File: config.mk
export PLATFORM = sky130hd
export DESIGN_NAME = adpcm_delta_t_encoder_flat
export DESIGN_NICKNAME = d
export VERILOG_FILES = /design/src/rtl/core/adt_pkg.sv /design/src/rtl/core/adt_if.sv /design/src/rtl/core/adpcm_delta_t_encoder.sv /design/src/rtl/core/adt_qdiv.sv /design/src/rtl/core/adt_smul.sv /design/src/flat_wrapper.sv
export SDC_FILE = /design/constraint.sdc
export NUM_CORES = 1
export LEC_CHECK = 0
export BUFFER_PORTS_ARGS = -buffer_cell sky130_fd_sc_hd__buf_4
export CORE_ASPECT_RATIO = 0.75
export CORE_MARGIN = 2
export CORE_UTILIZATION = 30
export CTS_CLUSTER_SIZE = 25
export DETAILED_ROUTE_END_ITERATION = 10
export PLACE_DENSITY_LB_ADDON = 0.15
export SYNTH_ARGS = -nofsm -noshare
export SYNTH_HDL_FRONTEND = slang
export SYNTH_HIERARCHICAL = 1
export SYNTH_SLANG_ARGS = --single-unit
File: constraint.sdc
create_clock -name clk -period 4.2 [get_ports clk]
set_clock_uncertainty 0.2 [all_clocks]
set_input_delay 0.84 -clock clk [delete_from_list [all_inputs] [get_ports clk]]
set_output_delay 0.84 -clock clk [all_outputs]
set_load 0.05 [all_outputs]
File: src/rtl/core/adt_pkg.sv
// Shared widths, limits and result structs of the adaptive delta encoder.
// Self-contained; imported by the interfaces, the arithmetic units and the top level.
package adt_pkg;

  localparam int SAMPLE_W    = 16;
  localparam int PRED_W      = 18;
  localparam int MAG_W       = 17;
  localparam int STEP_W      = 15;
  localparam int Q_W         = 3;
  localparam int CODE_W      = 4;
  localparam int BYTE_W      = 8;
  localparam int FACTOR_W    = 8;
  localparam int REM_W       = MAG_W + 2;
  localparam int DIVR_W      = STEP_W + 2;
  localparam int MOVE_PROD_W = 19;
  localparam int STEP_PROD_W = 22;
  localparam int MOVE_SHIFT  = 3;
  localparam int STEP_SHIFT  = 6;
  localparam int NS_W        = STEP_PROD_W - STEP_SHIFT;
  localparam int MOVE_W      = MOVE_PROD_W - MOVE_SHIFT;

  localparam int QDIV_STEPS  = Q_W;
  localparam int SMUL_STEPS  = FACTOR_W;
  localparam int QDIV_CNT_W  = $clog2(QDIV_STEPS);
  localparam int SMUL_CNT_W  = $clog2(SMUL_STEPS);

  localparam logic [STEP_W-1:0] STEP_MIN = 15'd127;
  localparam logic [STEP_W-1:0] STEP_MAX = 15'd24576;

  typedef struct packed {
    logic           busy;
    logic           done;
    logic [Q_W-1:0] q;
  } adt_qdiv_res_t;

  typedef struct packed {
    logic                   busy;
    logic                   done;
    logic [MOVE_PROD_W-1:0] move_prod;
    logic [STEP_PROD_W-1:0] step_prod;
  } adt_smul_res_t;

  function automatic logic [FACTOR_W-1:0] step_factor(input logic [Q_W-1:0] q);
    logic [FACTOR_W-1:0] f;
    case (q) inside
      [3'd0:3'd3]: f = 8'd57;
      3'd4:        f = 8'd77;
      3'd5:        f = 8'd102;
      3'd6:        f = 8'd128;
      3'd7:        f = 8'd153;
      default:     f = 8'd57;
    endcase
    return f;
  endfunction

endpackage

File: src/rtl/core/adt_if.sv
// Valid/ready channel interfaces: sample beats in, packed byte beats out.
// Depends on adt_pkg for field widths.
interface adt_sample_if import adt_pkg::*; ();
  logic                       valid;
  logic                       ready;
  logic signed [SAMPLE_W-1:0] sample;
  logic                       block_start;

  modport source (output valid, output sample, output block_start, input ready);
  modport sink   (input valid, input sample, input block_start, output ready);
endinterface

interface adt_byte_if import adt_pkg::*; ();
  logic              valid;
  logic              ready;
  logic [BYTE_W-1:0] packed_byte;

  modport source (output valid, output packed_byte, input ready);
  modport sink   (input valid, input packed_byte, output ready);
endinterface

File: src/rtl/core/adpcm_delta_t_encoder.sv
// Top level of the 4-bit adaptive delta encoder: sequencer, predictor, step and byte packing.
// Depends on adt_pkg, adt_if, adt_qdiv and adt_smul.
//
// One signed 16-bit sample is taken per input beat and coded as a 4-bit adaptive delta
// (three magnitude bits, sign in bit 3); two codes form one output beat, the earlier
// sample in the high nibble. A sample occupies the block from acceptance to the next
// ready: the difference, its magnitude, the bit-per-cycle quotient, a hand-over, the
// bit-serial step and predictor products and the update cycle. The finished byte sits
// in an output register, so the next sample is accepted while it waits; the pairing
// sample stalls in its update cycle only if the previous byte has still not been taken.
// block_start clears predictor, step and nibble phase before its own sample is coded;
// a pending high nibble is dropped.
module adpcm_delta_t_encoder import adt_pkg::*; (
  input  logic            clk,
  input  logic            rst_n,
  adt_sample_if.sink      in_ch,
  adt_byte_if.source      out_ch
);

  typedef enum logic [3:0] {
    S_IDLE = 4'b0001,
    S_ABS  = 4'b0010,
    S_DIV  = 4'b0100,
    S_MUL  = 4'b1000
  } adt_state_t;

  adt_state_t               state_r, state_nxt;
  logic signed [PRED_W-1:0] pred_r, pred_nxt;
  logic [STEP_W-1:0]        step_r, step_nxt;
  logic                     phase_r, phase_nxt;
  logic [CODE_W-1:0]        held_r, held_nxt;
  logic signed [PRED_W-1:0] diff_r, diff_nxt;
  logic                     neg_r, neg_nxt;
  logic [BYTE_W-1:0]        out_byte_r, out_byte_nxt;
  logic                     out_valid_r, out_valid_nxt;

  logic                     in_beat;
  logic signed [PRED_W-1:0] pred_eff;
  logic signed [PRED_W-1:0] diff_abs;
  logic                     qdiv_start;
  logic                     smul_start;
  logic                     fin_go;
  logic [MOVE_W-1:0]        move;
  logic [NS_W-1:0]          ns;
  logic [CODE_W-1:0]        code;
  adt_qdiv_res_t            qdiv_res;
  adt_smul_res_t            smul_res;

  assign in_ch.ready = (state_r == S_IDLE);
  assign in_beat     = in_ch.valid && in_ch.ready;
  assign pred_eff    = in_ch.block_start ? '0 : pred_r;
  assign diff_abs    = diff_r[PRED_W-1] ? -diff_r : diff_r;
  assign qdiv_start  = (state_r == S_ABS);
  assign smul_start  = (state_r == S_DIV) && qdiv_res.done;
  assign move        = smul_res.move_prod[MOVE_PROD_W-1:MOVE_SHIFT];
  assign ns          = smul_res.step_prod[STEP_PROD_W-1:STEP_SHIFT];
  assign code        = {neg_r, qdiv_res.q};
  assign fin_go      = (state_r == S_MUL) && smul_res.done &&
                       (!phase_r || !out_valid_r || out_ch.ready);

  adt_qdiv u_qdiv (
    .clk   (clk),
    .rst_n (rst_n),
    .start (qdiv_start),
    .mag   (diff_abs[MAG_W-1:0]),
    .step  (step_r),
    .res   (qdiv_res)
  );

  adt_smul u_smul (
    .clk   (clk),
    .rst_n (rst_n),
    .start (smul_start),
    .q     (qdiv_res.q),
    .step  (step_r),
    .res   (smul_res)
  );

  always_comb begin
    state_nxt     = state_r;
    pred_nxt      = pred_r;
    step_nxt      = step_r;
    phase_nxt     = phase_r;
    held_nxt      = held_r;
    diff_nxt      = diff_r;
    neg_nxt       = neg_r;
    out_byte_nxt  = out_byte_r;
    out_valid_nxt = out_valid_r && !out_ch.ready;
    case (state_r)
      S_IDLE: begin
        if (in_beat) begin
          diff_nxt  = PRED_W'(signed'(in_ch.sample)) - pred_eff;
          state_nxt = S_ABS;
          if (in_ch.block_start) begin
            pred_nxt  = '0;
            step_nxt  = STEP_MIN;
            phase_nxt = 1'b0;
            held_nxt  = '0;
          end
        end
      end
      S_ABS: begin
        neg_nxt   = diff_r[PRED_W-1];
        state_nxt = S_DIV;
      end
      S_DIV: begin
        if (qdiv_res.done) begin
          state_nxt = S_MUL;
        end
      end
      S_MUL: begin
        if (fin_go) begin
          pred_nxt = neg_r ? pred_r - PRED_W'(move) : pred_r + PRED_W'(move);
          if (ns < NS_W'(STEP_MIN)) begin
            step_nxt = STEP_MIN;
          end else if (ns > NS_W'(STEP_MAX)) begin
            step_nxt = STEP_MAX;
          end else begin
            step_nxt = ns[STEP_W-1:0];
          end
          if (!phase_r) begin
            held_nxt  = code;
            phase_nxt = 1'b1;
          end else begin
            out_byte_nxt  = {held_r, code};
            out_valid_nxt = 1'b1;
            phase_nxt     = 1'b0;
          end
          state_nxt = S_IDLE;
        end
      end
      default: begin
        state_nxt = S_IDLE;
      end
    endcase
  end

  always_ff @(posedge clk) begin
    if (!rst_n) begin
      state_r     <= S_IDLE;
      pred_r      <= '0;
      step_r      <= STEP_MIN;
      phase_r     <= 1'b0;
      held_r      <= '0;
      out_valid_r <= 1'b0;
    end else begin
      state_r     <= state_nxt;
      pred_r      <= pred_nxt;
      step_r      <= step_nxt;
      phase_r     <= phase_nxt;
      held_r      <= held_nxt;
      out_valid_r <= out_valid_nxt;
    end
  end

  always_ff @(posedge clk) begin
    diff_r     <= diff_nxt;
    neg_r      <= neg_nxt;
    out_byte_r <= out_byte_nxt;
  end

  assign out_ch.valid       = out_valid_r;
  assign out_ch.packed_byte = out_byte_r;

  a_beat_starts_work: assert property (@(posedge clk) disable iff (!rst_n)
    in_beat |=> (state_r == S_ABS))
    else $error("accepted sample did not start the coding sequence");

  a_ready_while_busy: assert property (@(posedge clk) disable iff (!rst_n)
    (qdiv_res.busy || smul_res.busy) |-> !in_ch.ready)
    else $error("input ready while an arithmetic unit is busy");

  a_step_in_range: assert property (@(posedge clk) disable iff (!rst_n)
    (step_r >= STEP_MIN) && (step_r <= STEP_MAX))
    else $error("step size outside its clamp range");

  a_odd_emits_byte: assert property (@(posedge clk) disable iff (!rst_n)
    (fin_go && phase_r) |=> (out_valid_r && !phase_r))
    else $error("odd sample did not load an output byte");

endmodule

File: src/rtl/core/adt_qdiv.sv
// Restoring quotient unit: one code bit per cycle of floor(4*mag/step), saturating at 7.
// Depends on adt_pkg.
module adt_qdiv import adt_pkg::*; (
  input  logic                clk,
  input  logic                rst_n,
  input  logic                start,
  input  logic [MAG_W-1:0]    mag,
  input  logic [STEP_W-1:0]   step,
  output adt_qdiv_res_t       res
);

  logic [REM_W-1:0]      rem_r, rem_nxt;
  logic [DIVR_W-1:0]     div_r, div_nxt;
  logic [Q_W-1:0]        q_r, q_nxt;
  logic [QDIV_CNT_W-1:0] cnt_r, cnt_nxt;
  logic                  busy_r, busy_nxt;
  logic                  done_r, done_nxt;
  logic                  fits;

  assign fits = rem_r >= {{(REM_W - DIVR_W){1'b0}}, div_r};

  always_comb begin
    rem_nxt  = rem_r;
    div_nxt  = div_r;
    q_nxt    = q_r;
    cnt_nxt  = cnt_r;
    busy_nxt = busy_r;
    done_nxt = done_r;
    if (start) begin
      rem_nxt  = {mag, 2'b00};
      div_nxt  = {step, 2'b00};
      q_nxt    = '0;
      cnt_nxt  = '0;
      busy_nxt = 1'b1;
      done_nxt = 1'b0;
    end else if (busy_r) begin
      if (fits) begin
        rem_nxt = rem_r - {{(REM_W - DIVR_W){1'b0}}, div_r};
      end
      q_nxt   = {q_r[Q_W-2:0], fits};
      div_nxt = div_r >> 1;
      cnt_nxt = cnt_r + 1'b1;
      if (cnt_r == QDIV_CNT_W'(QDIV_STEPS - 1)) begin
        busy_nxt = 1'b0;
        done_nxt = 1'b1;
      end
    end
  end

  always_ff @(posedge clk) begin
    if (!rst_n) begin
      busy_r <= 1'b0;
      done_r <= 1'b0;
      cnt_r  <= '0;
    end else begin
      busy_r <= busy_nxt;
      done_r <= done_nxt;
      cnt_r  <= cnt_nxt;
    end
  end

  always_ff @(posedge clk) begin
    rem_r <= rem_nxt;
    div_r <= div_nxt;
    q_r   <= q_nxt;
  end

  assign res.busy = busy_r;
  assign res.done = done_r;
  assign res.q    = q_r;

endmodule

File: src/rtl/core/adt_smul.sv
// Bit-serial multiplier pair: step times (2q+1) and step times the adaptation factor,
// one multiplier bit per cycle, MSB first. Depends on adt_pkg.
module adt_smul import adt_pkg::*; (
  input  logic                clk,
  input  logic                rst_n,
  input  logic                start,
  input  logic [Q_W-1:0]      q,
  input  logic [STEP_W-1:0]   step,
  output adt_smul_res_t       res
);

  logic [FACTOR_W-1:0]    m_move_r, m_move_nxt;
  logic [FACTOR_W-1:0]    m_step_r, m_step_nxt;
  logic [MOVE_PROD_W-1:0] acc_move_r, acc_move_nxt;
  logic [STEP_PROD_W-1:0] acc_step_r, acc_step_nxt;
  logic [SMUL_CNT_W-1:0]  cnt_r, cnt_nxt;
  logic                   busy_r, busy_nxt;
  logic                   done_r, done_nxt;
  logic [MOVE_PROD_W-1:0] add_move;
  logic [STEP_PROD_W-1:0] add_step;

  assign add_move = m_move_r[FACTOR_W-1] ? MOVE_PROD_W'(step) : '0;
  assign add_step = m_step_r[FACTOR_W-1] ? STEP_PROD_W'(step) : '0;

  always_comb begin
    m_move_nxt   = m_move_r;
    m_step_nxt   = m_step_r;
    acc_move_nxt = acc_move_r;
    acc_step_nxt = acc_step_r;
    cnt_nxt      = cnt_r;
    busy_nxt     = busy_r;
    done_nxt     = done_r;
    if (start) begin
      m_move_nxt   = FACTOR_W'({q, 1'b1});
      m_step_nxt   = step_factor(q);
      acc_move_nxt = '0;
      acc_step_nxt = '0;
      cnt_nxt      = '0;
      busy_nxt     = 1'b1;
      done_nxt     = 1'b0;
    end else if (busy_r) begin
      acc_move_nxt = {acc_move_r[MOVE_PROD_W-2:0], 1'b0} + add_move;
      acc_step_nxt = {acc_step_r[STEP_PROD_W-2:0], 1'b0} + add_step;
      m_move_nxt   = m_move_r << 1;
      m_step_nxt   = m_step_r << 1;
      cnt_nxt      = cnt_r + 1'b1;
      if (cnt_r == SMUL_CNT_W'(SMUL_STEPS - 1)) begin
        busy_nxt = 1'b0;
        done_nxt = 1'b1;
      end
    end
  end

  always_ff @(posedge clk) begin
    if (!rst_n) begin
      busy_r <= 1'b0;
      done_r <= 1'b0;
      cnt_r  <= '0;
    end else begin
      busy_r <= busy_nxt;
      done_r <= done_nxt;
      cnt_r  <= cnt_nxt;
    end
  end

  always_ff @(posedge clk) begin
    m_move_r   <= m_move_nxt;
    m_step_r   <= m_step_nxt;
    acc_move_r <= acc_move_nxt;
    acc_step_r <= acc_step_nxt;
  end

  assign res.busy      = busy_r;
  assign res.done      = done_r;
  assign res.move_prod = acc_move_r;
  assign res.step_prod = acc_step_r;

endmodule

File: src/flat_wrapper.sv
// flat-port wrapper written by rule: the top's interface ports become plain ports
module adpcm_delta_t_encoder_flat import adt_pkg::*;
  (clk, rst_n, in_ch_valid, in_ch_sample, in_ch_block_start, in_ch_ready, out_ch_valid, out_ch_packed_byte, out_ch_ready);
  adt_sample_if in_ch_i ();
  adt_byte_if out_ch_i ();
  input  logic clk;
  input  logic rst_n;
  input wire logic [$bits(in_ch_i.valid)-1:0] in_ch_valid;
  input wire logic [$bits(in_ch_i.sample)-1:0] in_ch_sample;
  input wire logic [$bits(in_ch_i.block_start)-1:0] in_ch_block_start;
  output wire logic [$bits(in_ch_i.ready)-1:0] in_ch_ready;
  output wire logic [$bits(out_ch_i.valid)-1:0] out_ch_valid;
  output wire logic [$bits(out_ch_i.packed_byte)-1:0] out_ch_packed_byte;
  input wire logic [$bits(out_ch_i.ready)-1:0] out_ch_ready;
  assign in_ch_i.valid = in_ch_valid;
  assign in_ch_i.sample = in_ch_sample;
  assign in_ch_i.block_start = in_ch_block_start;
  assign in_ch_ready = in_ch_i.ready;
  assign out_ch_valid = out_ch_i.valid;
  assign out_ch_packed_byte = out_ch_i.packed_byte;
  assign out_ch_i.ready = out_ch_ready;
  adpcm_delta_t_encoder u_core (.clk(clk), .rst_n(rst_n), .in_ch(in_ch_i), .out_ch(out_ch_i));
endmodule
# After elaboration in Yosys (flattened, before gate mapping)

Index checks and enable logic that the tools add are counted.

Flip-flop bits (word level): 175
Input port bits: 21
Output and inout port bits: 10
Word-level logic and storage cells: 133

$add $sub $neg: 9
Order comparisons: 5
Equal/unequal tests: 15
Multiplexer cells: 51
Bitwise operators: 1
Reduce and logical (&&, ||, !) cells: 27

Operators with widths:

| kind                   | count |
|---|---|
| $mux W15               | 7 |
| $mux W18               | 4 |
| $mux W19               | 3 |
| $mux W8                | 7 |
| $mux W17               | 3 |
| $mux W4                | 9 |
| $pmux W18 S2           | 1 |
| $pmux W15 S2           | 1 |
| $add A22 B15 Y22       | 1 |
| $add A19 B19 Y19       | 1 |
| $ge A19 B17 Y1         | 1 |
| $sub A19 B17 Y19       | 1 |
| $add A18 B16 Y18       | 1 |
| $sub A16 B18 Y18       | 1 |
| $sub A18 B16 Y18       | 1 |
| $neg A17 Y17           | 1 |
| $gt A16 B15 Y1 const B | 1 |
| $lt A16 B7 Y1 const B  | 1 |
| $pmux W4 S4            | 1 |
| $eq A3 B3 Y1 const B   | 5 |
| $mux W1                | 13 |
| $reduce_and A2 Y1      | 5 |
| $reduce_and A3 Y1      | 3 |
| $ne A2 B2 Y1 const B   | 4 |
| other kinds (20)       | 32 |

# Longest topological paths before layout

Gate-level depths: netlist of the first run.

Depth after elaboration: 7
Mapped depth: 15
Mapped depth without buffers: 15

# By module

The synthesis of the first run kept the hierarchy.

Modules (own cells, without submodules):

| module                | times used | cells an instance | area each (sq um) | sequential area each (sq um) |
|---|---|---|---|---|
| adpcm_delta_t_encoder | 1          | 577               | 4964.8            | 1671.6 |
| adt_smul              | 1          | 482               | 4065.1            | 1351.3 |
| adt_qdiv              | 1          | 321               | 2956.6            | 1181.1 |

# Least setup slack after synthesis of the first run

Ideal clock, no wire load.

Kind: in2reg
Start: input in_ch_block_start
End: register u_core.diff_r[9] (data pin)
Setup time: 264 ps
Arrival: 2959 ps
Data required time: 3736 ps
Path slack: 777 ps
Cell stages on the path: 11
Path buffers: 1
Cell sequence: clkinv_1 clkbuf_1 nand2_1 ha_1 a21o_1 a21o_1 a221o_1 a21oi_1 o21bai_1 a211oi_1 a211oi_1

Cells in the longest elaborated chain, start to end: 2

Ends and longest elaborated chain:

| element                | line                         | RTL |
|---|---|---|
| start: declaration     | flat_wrapper.sv:10           | `input wire logic [$bits(in_ch_i.block_start)-1:0] in_ch_block_start;` |
| $mux W18               | --                           |  |
| $sub A16 B18 Y18       | adpcm_delta_t_encoder.sv:92  | `diff_nxt = PRED_W'(signed'(in_ch.sample)) - pred_eff;` |
| end signal: assignment | adpcm_delta_t_encoder.sv:157 | `diff_r <= diff_nxt;` |
| end: declaration       | adpcm_delta_t_encoder.sv:32  | `logic signed [PRED_W-1:0] diff_r, diff_nxt;` |

Every way passes these cells.
A chain may end at the register's enable or synchronous reset.

# Worst setup path after layout of the first run

Start: register u_core.neg_r
End: register u_core.pred_r[16]

Cells in the longest elaborated chain, start to end: 3

Ends and longest elaborated chain:

| element                  | line                         | RTL |
|---|---|---|
| start: declaration       | adpcm_delta_t_encoder.sv:33  | `logic neg_r, neg_nxt;` |
| start signal: assignment | adpcm_delta_t_encoder.sv:158 | `neg_r <= neg_nxt;` |
| $mux W18                 | adpcm_delta_t_encoder.sv:113 | `pred_nxt = neg_r ? pred_r - PRED_W'(move) : pred_r + PRED_W'(move);` |
| $mux W18                 | adpcm_delta_t_encoder.sv:112 | `if (fin_go) begin` |
| $pmux W18 S2             | adpcm_delta_t_encoder.sv:89  | `case (state_r)` |
| end signal: assignment   | adpcm_delta_t_encoder.sv:148 | `pred_r <= pred_nxt;` |
| end: declaration         | adpcm_delta_t_encoder.sv:28  | `logic signed [PRED_W-1:0] pred_r, pred_nxt;` |

Every way passes these cells. The select of a mux whose other input is x is not followed.

==> results of run 1 <==
## area by class of cell
class | instances | area share [%]
Multi-Input combinational cell | 1081 | 54.7
Timing Repair Buffer | 48 | 2.71
Tap cell | 520 | 4.89
Inverter | 60 | 1.69
Clock buffer | 21 | 3.63
Clock inverter | 11 | 0.752
Sequential cell | 175 | 31.6
## cells in the final DEF (no fill, tap or decap), types with 6 or more instances in the layout
master     count
nand2b_1      16
clkbuf_16     19
o21ai_0       89
xnor2_1       63
nor2_1       114
a21o_1        23
o31ai_2        8
o211a_1        6
edfxtp_1      70
a22oi_1        7
or3_1         12
a211o_1        6
nand4_1       15
buf_4         48
xor2_1        25
o21a_1        11
mux2i_1       26
and3_1        14
ha_1          84
a21boi_0      13
dfxtp_1      104
nor4_1         7
a211oi_1      27
o31ai_1        9
o21bai_1       7
a31oi_1       12
nand3_1       29
and2_1        32
o211ai_1      10
a21oi_1       94
nor3_1        27
o21ai_1        7
nor2b_1       23
nand2_1      159
inv_1         59
## routing by layer
metal | vias up | part of all wire [%] | track usage (%)
met5 | - | 0 | 0
met4 | 0 | 1.5 | 4.85
met3 | 27 | 3.2 | 2.46
met2 | 149 | 41 | 23.2
met1 | 4769 | 55 | 25.3
li1 | 5017 | - | -
## worst max-delay path, delay by kind of cell (launching register included)
family          cells  cell delay [ns]
compound gates      5             1.32
fa+ha+maj           1             0.50
flops               1             0.82
mux                 2             0.56
simple gates        1             0.08
## state kept, by name, indices dropped and copies added, names as in the netlist
name	flops
u_core/u_smul/m_move_r	8
u_core/step_r	15
u_core/u_smul/busy_r	1
u_core/u_smul/acc_move_r	19
u_core/pred_r	18
u_core/out_ch.packed_byte	8
u_core/u_qdiv/cnt_r	2
u_core/u_qdiv/busy_r	1
u_core/out_ch.valid	1
u_core/u_qdiv/rem_r	19
u_core/u_smul/done_r	1
u_core/u_qdiv/done_r	1
u_core/u_smul/cnt_r	3
u_core/u_smul/m_step_r	8
u_core/diff_r	18
u_core/u_qdiv/div_r	17
u_core/held_r	4
u_core/phase_r	1
u_core/neg_r	1
u_core/state_r	4
u_core/u_qdiv/q_r	3
u_core/u_smul/acc_step_r	22
## per-stage QoR
stage / power [mW] / setup slack [ns] / util (%) / hold WS [ns]
finish: 4.14 / 0.640 / 33.8 / 0.233
global route: 4.34 / 0.439 / 33.8 / 0.246
CTS: 4.20 / 0.652 / 33.8 / 0.235
detailed placement: 2.56 / 0.458 / 32.3 / 0.216
global placement: 2.55 / 0.513 / 32.3 / 0.217
floorplan: 2.38 / 0.777 / - / 0.208
## worst max path at each step
stage                     slack, ns                              startpoint                                   endpoint
after detailed placement       0.46                       in_ch_block_start                u_core/diff_r[16]$_DFFE_PP_
after CTS                      0.65                  u_core/neg_r$_DFFE_PP_             u_core/pred_r[16]$_SDFFE_PN0P_
after global routing           0.44  u_core/u_smul/m_move_r[7]$_SDFFE_PP0P_  u_core/u_smul/acc_move_r[15]$_SDFFE_PP0P_
after global placement         0.51                       in_ch_block_start                u_core/diff_r[17]$_DFFE_PP_
after floorplan                0.78                       in_ch_block_start                 u_core/diff_r[9]$_DFFE_PP_
final                          0.64                  u_core/neg_r$_DFFE_PP_             u_core/pred_r[16]$_SDFFE_PN0P_
## power groups by stage
stage               logic [mW]  registers [mW]  clock network (mW)
floorplan                0.445            1.93                   0
global placement         0.584            1.97                   0
detailed placement       0.588            1.97                   0
CTS                      0.591            1.93                1.67
global route             0.655            1.94                1.74
finish                   0.585            1.93                1.62
==> impl_metrics.json, run 1 <==
{
  "path_clk_slew_ns": 0.07,
  "min_path_type": "flip-flop to flip-flop",
  "stdcell_area_um2": 13300,
  "syn_area_per_cell_um2": 8.69,
  "die_area_um2": 41500,
  "drc": 0,
  "r2r_start": "u_core/neg_r$_DFFE_PP_",
  "vias": 9962,
  "drtIter0Drc": 688,
  "critical_path_class": "flip-flop to flip-flop",
  "cts_tree": "done",
  "start_util_pct": 30.4,
  "postRouteAntennaNets": 0,
  "cp_data_arrival_time_ns": 3.74,
  "cts-root-buf": "clkbuf_16",
  "routed_wl_um": 33600,
  "hpwl_um": 25500,
  "ir_drop_uv": 265,
  "slew_headroom_pct": 35.9,
  "min_path_cells": 0,
  "worst_pin_slew_ns": 0.959,
  "clock_path_buffers": 2,
  "ios": 31,
  "p_leak_nw": 5.06,
  "multiInputGateArea_um2": 7280,
  "clock_latency_ns": 0.45,
  "fmaxAchievable_mhz": 281,
  "seq_area_um2": 4210,
  "finalNonFillerCells": 1916,
  "pwr-share-comb_pct": 14.1,
  "final_max_slew_viol_count": 0,
  "endpoint_kind": "flip-flop",
  "fillers": 4144,
  "synth_cells": 1378,
  "vias_per_cell": 5.20,
  "final_nets": 1493,
  "min_period_over_period_pct": 84.8,
  "hold_violations": 0,
  "netlist_area_um2": 12000,
  "holdPathEnd": "u_core/out_ch.packed_byte[7]$_DFFE_PP_",
  "h-tree-depth": 4,
  "reg2reg_setup_slack_ns": 0.64,
  "drive_gt1_share_pct": 9.03,
  "status": "finished clean",
  "slowest_delay_ns": 0.82,
  "diodes": 0,
  "powerDensity_nw_per_um2": 311,
  "path_common_cell": "o21ai_1",
  "antenna_found_initial": 0,
  "synth_nets": 1488,
  "cts_sinks": 175,
  "wl_per_cell_um": 17.5,
  "row_count": 63,
  "coreArea_um2": 39400,
  "gp_congestion": 0.859,
  "clkPwrFrac_pct": 39.2,
  "cts_hold_repair.buffers": 0,
  "r2r_cells": 9,
  "gr-total-overflow": 0,
  "die_w_um": 235,
  "cts_resized": 0,
  "postPlaceCellArea_um2": 12700,
  "r2r-end": "u_core/pred_r[16]$_SDFFE_PN0P_",
  "intPower_mw": 2.97,
  "start_kind": "flip-flop",
  "dp_cells": 1884,
  "cp_max_fo": 19,
  "grt_max_degree": 42,
  "grt_pass1_wl_um": 53600,
  "period_minus_slack_ns": 3.56,
  "portBuffers": 30,
  "grt_pass1_vias": 9392,
  "hp-start": "u_core/held_r[3]$_SDFFE_PN0P_",
  "finalSetupViolCount": 0,
  "rsz0062_at_grt": "no",
  "drt-pass1-iter-count": 5,
  "p_switching_mw": 1.17,
  "crit_required_ns": 4.38,
  "grt_use_total_pct": 16.4,
  "switching_share_pct": 28.2,
  "path_cells": "mux2i_1 -> fa_1 -> a211oi_1 -> o21ai_1 -> a31o_2 -> a311o_1 -> nand2_1 -> mux2_2 -> o21ai_1",
  "p_seq_share_pct": 46.6,
  "post_cts_buffers": 0,
  "synth_warnings": 6,
  "area_growth_pct": 11.2,
  "cts-buffers-inserted": 17,
  "die_height_um": 177,
  "fin_setup_tns_ns": 0,
  "maxCapViolCount": 0,
  "critPathSlowestCell": "edfxtp_1"
}
(Power assumes the default switching activity.)
==> inputs of run 2 (changes only) <==
- ABC_AREA: not set -> 1
- clock period: 4.2 -> 3.61 ns (I/O delays scaled with it)
==> run 2 against run 1 <==
Compared with the run above: count of clock-buffer cells in the layout shrank 3; final area grew 5.5%; final cell count grew 28%; combinational power grew to 3.2 times the previous value; synthesized cell count grew 35%; via count grew 15%; critical path depth grew 10; clock power grew 14%; critical path type unchanged; largest cell class unchanged.
==> impl_metrics.json, run 2 <==
{
  "grt_max_degree": 42,
  "vias_per_cell": 4.68,
  "min_path_cells": 0,
  "die_w_um": 241,
  "gr-total-overflow": 0,
  "routed_wl_um": 36400,
  "start_kind": "flip-flop",
  "r2r-end": "u_core/pred_r[17]$_SDFFE_PN0P_",
  "path_cells": "inv_1 -> ha_1 -> nand4_1 -> nor3_2 -> nor2_1 -> nor2_1 -> o21ai_0 -> xnor2_1 -> ha_1 -> inv_1 -> o21bai_1 -> nand2_1 -> nand3_1 -> inv_1 -> nand2_1 -> nand2_1 -> nand2_1 -> nand2_1 -> a21oi_1",
  "finalSetupViolCount": 0,
  "hpwl_um": 28700,
  "total_power_mw": 6.13,
  "drt-pass1-iter-count": 5,
  "portBuffers": 30,
  "period_minus_slack_ns": 3.12,
  "hp-start": "u_core/held_r[3]$_SDFFE_PN0P_",
  "antenna_found_initial": 0,
  "reg2reg_setup_slack_ns": 0.49,
  "final_cell_mix": "583 x nand2_1, 250 x inv_1, 135 x nor2_1",
  "finalNonFillerCells": 2455,
  "drtIter0Drc": 763,
  "cts_tree": "done",
  "crit_required_ns": 3.78,
  "cpLargestDelayFamily": "simple AND/OR/NAND/NOR gates",
  "min_path_type": "flip-flop to flip-flop",
  "slew_headroom_pct": 42.7,
  "endpoint_kind": "flip-flop",
  "postPlaceCellArea_um2": 13500,
  "grt_use_total_pct": 17.1,
  "layout_commonest_cell": "nand2_1",
  "cts_sinks": 175,
  "holdPathEnd": "u_core/out_ch.packed_byte[7]$_DFFE_PP_",
  "wl_per_cell_um": 14.8,
  "slowest_delay_ns": 0.40,
  "fmaxAchievable_mhz": 320,
  "syn_area_per_cell_um2": 6.83,
  "synth_cells": 1856,
  "r2r_cells": 19,
  "worst_pin_slew_ns": 0.859,
  "cts-buffers-inserted": 17,
  "coreArea_um2": 41900,
  "gp_congestion": 0.868,
  "synth_warnings": 6,
  "diodes": 0,
  "powerDensity_nw_per_um2": 437,
  "maxCapViolCount": 0,
  "r2r_start": "u_core/u_smul/acc_move_r[3]$_SDFFE_PP0P_",
  "fin_setup_tns_ns": 0,
  "area_growth_pct": 10.8,
  "p_leak_nw": 6.61,
  "row_count": 65,
  "fillers": 4576,
  "vias": 11500,
  "rsz0062_at_grt": "no",
  "synth_nets": 1966,
  "largest_reg_flops": 22,
  "grt_pass1_vias": 10900,
  "drc": 0,
  "grt_pass1_wl_um": 58900,
  "path_common_cell": "nand2_1",
  "largest_registers": "u_core/u_smul/acc_step_r (22), u_core/u_qdiv/rem_r (19), u_core/u_smul/acc_move_r (19)",
  "status": "finished clean",
  "netlist_area_um2": 12700,
  "critical_path_class": "flip-flop to flip-flop",
  "regMostFlops": "u_core/u_smul/acc_step_r",
  "min_period_over_period_pct": 86.5,
  "cp_data_arrival_time_ns": 3.29,
  "start_util_pct": 30.3,
  "clock_path_buffers": 2,
  "drive_gt1_share_pct": 7.16,
  "dp_cells": 2423,
  "clock_latency_ns": 0.45,
  "die_height_um": 182,
  "die_area_um2": 43900,
  "stdcell_area_um2": 14000,
  "final_nets": 1983,
  "h-tree-depth": 4,
  "hold_violations": 0,
  "post-route-util_pct": 33.5,
  "crit_buf_inv": 3,
  "cp_max_fo": 6,
  "postRouteAntennaNets": 0,
  "ios": 31,
  "path_clk_slew_ns": 0.07,
  "cts-root-buf": "clkbuf_16",
  "critPathSlowestCell": "ha_1",
  "ir_drop_uv": 329,
  "final_max_slew_viol_count": 0
}
==> run 2: repair_timing <==
item                       in CTS  in global routing
buffers inserted                0                  0
hold buffers                    0                  0
resized for setup               0                  1
setup endpoints to repair       0                  1
==> run 2: report_power, final <==
part           internal, mW  switching, mW
sequential             2.27          0.155
clock                 0.962          0.887
combinational         0.635           1.22
==> run 2: metal layers <==
metal | vias to the layer above | GRT usage (%) | wire (µm)
met3 | 24 | 2.54 | 1030
met4 | 0 | 4.02 | 395
li1 | 6044 | - | -
met2 | 139 | 24.5 | 14700
met1 | 5282 | 26.5 | 20300
met5 | - | 0 | 0
==> run 2: cell type report <==
cell class	count	area (µm²)	area share (%)
multi-input combinational	1369	7260	51.7
sequential	175	4200	29.9
inverter	272	1020	7.29
tap	569	712	5.07
clock buffer	18	429	3.06
timing repair buffer	38	285	2.03
clock inverter	14	131	0.935
==> run 2: worst max-delay path by stage <==
stage	startpoint	end	slack (ns)	cells past startpoint
after floorplan	in_ch_block_start	u_core/diff_r[15]$_DFFE_PP_	0.57	11
after global placement	u_core/u_smul/acc_move_r[3]$_SDFFE_PP0P_	u_core/pred_r[15]$_SDFFE_PN0P_	0.55	18
after detailed placement	u_core/u_smul/acc_move_r[3]$_SDFFE_PP0P_	u_core/pred_r[15]$_SDFFE_PN0P_	0.48	18
after CTS	u_core/u_smul/acc_move_r[3]$_SDFFE_PP0P_	u_core/pred_r[17]$_SDFFE_PN0P_	0.44	19
after global routing	u_core/u_smul/acc_move_r[7]$_SDFFE_PP0P_	u_core/pred_r[16]$_SDFFE_PN0P_	0.05	18
final	u_core/u_smul/acc_move_r[3]$_SDFFE_PP0P_	u_core/pred_r[17]$_SDFFE_PN0P_	0.49	19
==> run 2: through the flow <==
step                      worst slack [ns]  hold slack [ns]
final                                0.487            0.240
after global routing                0.0474            0.254
after CTS                            0.443            0.240
after detailed placement             0.481            0.225
after global placement               0.548            0.218
after floorplan                      0.569            0.209
